$ cat src/design/gesc_pkg.sv
`timescale 1ns / 1ps
// ----------------------------------------------------------------------------
// Gain event stream checker package
// Types, result codes and limits shared by the checker modules.
// ----------------------------------------------------------------------------
package gesc_pkg;

    localparam logic [6:0]  MAX_FORWARD    = 7'd64;
    localparam logic [7:0]  GAIN_MAX       = 8'h7f;
    localparam logic [15:0] FLAGS_RESERVED = 16'hffc0;
    localparam logic [3:0]  CAUSE_MAX      = 4'd6;
    localparam logic [1:0]  KIND_FIRST     = 2'd1;
    localparam logic [1:0]  KIND_LAST      = 2'd2;

    // Register indexes of the configuration port.
    localparam logic CFG_START_GAIN  = 1'b0;
    localparam logic CFG_START_COUNT = 1'b1;

    typedef enum logic {
        OP_BEGIN_FRAME = 1'b0,
        OP_GAIN_EVENT  = 1'b1
    } op_t;

    typedef enum logic [3:0] {
        V_FORWARDED  = 4'd0,
        V_CONSUMED   = 4'd1,
        V_DEFERRED   = 4'd2,
        V_GAP        = 4'd3,
        V_REGRESSION = 4'd4,
        V_BAD        = 4'd5,
        V_FULL       = 4'd6,
        V_RANGE      = 4'd7,
        V_FRAME_OK   = 4'd8
    } verdict_t;

    typedef struct packed {
        op_t         operation;
        logic [63:0] frame_start;
        logic [31:0] frame_length;
        logic [6:0]  frame_capacity;
        logic [63:0] sample_stamp;
        logic [31:0] event_number;
        logic [15:0] event_flags;
        logic [7:0]  gain_first;
        logic [7:0]  gain_second;
    } item_t;

    typedef struct packed {
        logic [31:0] next_event_number;
        logic        event_number_known;
        logic [63:0] last_stamp;
        logic        stamp_known;
        logic [6:0]  gain_now;
        logic [31:0] transitions;
        logic [63:0] window_start;
        logic [63:0] window_end;
        logic [6:0]  window_capacity;
        logic [6:0]  window_forwarded;
    } state_t;

    typedef struct packed {
        verdict_t    verdict;
        logic [6:0]  current_gain;
        logic [31:0] transition_total;
        logic [6:0]  forwarded_count;
    } result_t;

endpackage

$ cat src/design/gesc_eval.sv
`timescale 1ns / 1ps
// ----------------------------------------------------------------------------
// Gain event stream checker evaluation
// Combinational verdict and next tracking state for one item.
// ----------------------------------------------------------------------------
module gesc_eval (
    input  gesc_pkg::item_t   item,
    input  gesc_pkg::state_t  state,
    output gesc_pkg::state_t  state_next,
    output gesc_pkg::result_t result
);

    always_comb
    begin
        logic [64:0] end_sum;
        logic [6:0]  cap_sat;
        logic [1:0]  kind;
        logic        bad;
        logic        in_window;
        gesc_pkg::verdict_t verdict;

        state_next = state;
        end_sum = {1'b0, item.frame_start} + {33'b0, item.frame_length};
        cap_sat = (item.frame_capacity > gesc_pkg::MAX_FORWARD) ?
                  gesc_pkg::MAX_FORWARD : item.frame_capacity;
        kind = item.event_flags[5:4];
        bad = (item.gain_first != item.gain_second)
            || (item.gain_first > gesc_pkg::GAIN_MAX)
            || ((item.event_flags & gesc_pkg::FLAGS_RESERVED) != 16'd0)
            || (kind < gesc_pkg::KIND_FIRST) || (kind > gesc_pkg::KIND_LAST)
            || (item.event_flags[3:0] > gesc_pkg::CAUSE_MAX);
        in_window = (item.sample_stamp >= state.window_start);

        if (item.operation == gesc_pkg::OP_BEGIN_FRAME)
        begin
            // A frame whose end does not fit in 64 bits, or an empty one, is refused.
            if ((item.frame_length == 32'd0) || end_sum[64])
            begin
                verdict = gesc_pkg::V_RANGE;
            end
            else
            begin
                state_next.window_start     = item.frame_start;
                state_next.window_end       = end_sum[63:0];
                state_next.window_capacity  = cap_sat;
                state_next.window_forwarded = 7'd0;
                verdict = gesc_pkg::V_FRAME_OK;
            end
        end
        else if (item.sample_stamp >= state.window_end)
        begin
            verdict = gesc_pkg::V_DEFERRED;
        end
        else if (state.event_number_known && (item.event_number != state.next_event_number))
        begin
            verdict = gesc_pkg::V_GAP;
        end
        else if (state.stamp_known && (item.sample_stamp < state.last_stamp))
        begin
            verdict = gesc_pkg::V_REGRESSION;
        end
        else if (bad)
        begin
            verdict = gesc_pkg::V_BAD;
        end
        else if (in_window && (state.window_forwarded >= state.window_capacity))
        begin
            verdict = gesc_pkg::V_FULL;
        end
        else
        begin
            state_next.next_event_number  = item.event_number + 32'd1;
            state_next.event_number_known = 1'b1;
            state_next.last_stamp         = item.sample_stamp;
            state_next.stamp_known        = 1'b1;
            state_next.gain_now           = item.gain_first[6:0];
            state_next.transitions        = state.transitions + 32'd1;
            if (in_window)
            begin
                state_next.window_forwarded = state.window_forwarded + 7'd1;
                verdict = gesc_pkg::V_FORWARDED;
            end
            else
            begin
                verdict = gesc_pkg::V_CONSUMED;
            end
        end

        result.verdict          = verdict;
        result.current_gain     = state_next.gain_now;
        result.transition_total = state_next.transitions;
        result.forwarded_count  = state_next.window_forwarded;
    end

endmodule

$ cat config.mk
export PLATFORM = sky130hd
export DESIGN_NAME = gesc_eval
export DESIGN_NICKNAME = d
export VERILOG_FILES = /design/src/design/gesc_pkg.sv /design/src/design/gesc_eval.sv
export SDC_FILE = /design/constraint.sdc
export NUM_CORES = 1
export LEC_CHECK = 0
export BUFFER_PORTS_ARGS = -buffer_cell sky130_fd_sc_hd__buf_4
export CORE_AREA = 2 2 323 325
export DETAILED_ROUTE_END_ITERATION = 10
export DIE_AREA = 0 0 325 327
export GPL_ROUTABILITY_DRIVEN = 0
export GPL_TIMING_DRIVEN = 0
export SLEW_MARGIN = 0
export SYNTH_ARGS = -nofsm -noshare
export SYNTH_HDL_FRONTEND = slang
export SYNTH_SLANG_ARGS = --single-unit
$ cat constraint.sdc
create_clock -name vclk -period 3.3
set_clock_uncertainty 0.15 [all_clocks]
set_input_delay 0.33 -clock vclk [all_inputs]
set_output_delay 0.33 -clock vclk [all_outputs]
set_load 0.1 [all_outputs]
==> flow_summary.yaml <==
detailed_routing:
  drtPass1Iterations: 5
  drt_first_iter_violations: 1151
  viasPerCell: 4.445
  route.detailed.drc: 0
  route.detailed.wl_per_inst_um: 27.54
  wl_um: 115800
  num_vias: 18690
  detail-route-antenna-nets: 0
placed_design:
  hpwlAfterDp_um: 98930
  post-place-ws_ns: -2.605
  io_buffers: 840
worst_setup_path:
  cp-end-kind: "primary output"
  path_class: "input pin to primary output"
  cp.required_ns: 2.82
  cp_max_fo: 5
  startpoint_type: "input pin"
  arrival_ns: 3.82
run_status:
  outcome: "complete, but fails checks"
  failed_checks: "negative setup slack"
global_routing:
  grt_max_degree: 11
  grt_antenna_before_repair: 26
  first_global_vias: 19060
  grt.overflow.total: 0
  grt_first_pass_wirelength_um: 152800
  globalRouteTotalUtil: 0.2036
final_layout:
  nClkBuffers: 0
  design.seq.count: 0
  regArea_um2: 0
  fill_cells: 10560
  drive_above_1_share: 0.5726
  multi_input_area_mm2: 0.01529
  nNetsFinal: 3557
  post-route-util: 0.3044
  area_growth_pct: 144.8
sta:
  min_period_ns: 4.296
  slew-limit-headroom: 0.4494
  hold_viol: 0
  worst_pin_slew_ns: 0.8190
  setup_viol: 329
  drv_slew: 0
  period_share: 1.302
  fmax_mhz: 232.8
  tns_ns: -250.98
  timing.hold.ws_ns: 0.8778
  rsz0062_at_grt: "yes"
  setup_ws_ns: -0.9964
logic_synthesis:
  synth_top_area_cell: "ha_1"
  synth.avg_cell_area_um2: 6.889
  synth_commonest_cells: "233 x ha_1, 231 x nand2_1, 224 x inv_1, 114 x o21ai_0, 106 x xor2_1"
  yosysUniqueCellTypes: 77
  yosysSeqAreaShare: 0
  syn_nets: 2602
  yosysMostFrequentCell: "ha_1"
  synth_area_leaders: "ha_1 23%, xor2_1 7.3%, nand2_1 6.8%"
  synth_warnings: 0
  yosysTopAreaCellShare: 0.2279
  netlist_area_mm2: 0.01279
  synth_cells: 1857
power:
  p_per_area_mw_per_mm2: 212.1
  peakVddDrop_v: 0.0001352
  p_leak_nw: 14.25
min_path:
  min_path_cells: 3
  hp-class: "input pin to primary output"
die:
  io_pins: 840
  fp.dieW_um: 325
  die_h_um: 327
  fp-row-count: 118
  die_area_mm2: 0.1063
  core-area_mm2: 0.1029
  start_util: 0.1243
run:
  maxCapViolations: 0
clock_tree:
  cts_hold_buffers: 0
[layer usage]
layer	global-route usage	share of wire	up-vias
li1	-	-	8471
met1	0.2430	0.40	9078
met2	0.3588	0.48	926
met3	0.05238	0.079	189
met4	0.05707	0.041	24
met5	0	0.0014	-
[final cells by class]
class / instances / area share
tap: 1380 / 0.05513
timing repair buffer: 961 / 0.3639
inverter: 225 / 0.03020
buffer: 106 / 0.06148
multi-input combinational: 1518 / 0.4882
antenna: 14 / 0.001119
[placed cells by master, fill, tap and decap left out, types with 40 or more instances in the layout]
cell,count
buf_4,608
buf_12,337
ha_1,190
inv_1,187
nand2_1,166
o21ai_4,125
a21oi_1,79
xor2_1,77
mux2_4,73
nor2_1,65
nand4_1,59
nand3_1,51
buf_6,50
xnor2_1,48
a21o_1,43
o21ai_0,42
ha_4,40
[kinds of logic (layout without fill, tap and decap cells)]
group,count (synthesis),in the layout,share of synthesized area
adder cells (fa/ha/maj),234,234,0.2294
XOR/XNOR,157,157,0.1075
AO/OA/AOI/OAI,443,443,0.2196
AND/OR/NAND/NOR,579,579,0.2220
other,0,14,0
multiplexers,105,105,0.09232
buffers and inverters,339,1292,0.1292
[timing repair]
action / 4_1_cts / 5_1_grt
cloned: 15 / 12
gates resized for setup: 934 / 233
pin swaps: 83 / 45
setup endpoints to repair: 329 / 329
buffers inserted: 73 / 27
[where the power goes]
group | internal (W) | leakage [nW] | switching, W
combinational | 0.00245 | 14.2 | 0.00419
sequential | 0 | 0 | 0
clock | 0.000000000493 | 0.0000887 | 0
[worst paths after layout]
path | startpoint | endpoint
min | state[4] | result[4]
max | state[123] | state_next[254]
[worst max-delay path: stages]
cell and delay, ns:
buf_4 0.08, inv_1 0.07, ha_1 0.30, nand4_1 0.19, nor2_1 0.35, nand4_1 0.17
buf_6 0.17, nor3_4 0.28, o31ai_4 0.18, and4b_2 0.31, o211ai_4 0.28, nor2_4 0.07
buf_12 0.16, buf_16 0.17, clkbuf_16 0.17, mux2_4 0.32, buf_12 0.17
[through the flow]
stage | total power, W | std cells | instance area, um^2
final | 0.006643 | 4204 | 31320
after global routing | 0.006912 | 4197 | 31300
after CTS | 0.006397 | 4161 | 29890
after detailed placement | 0.005558 | 4077 | 24820
after global placement | 0.005530 | 4077 | 24820
after floorplan | 0.003764 | 1857 | 16780
Power figures use the tool's default switching activity.
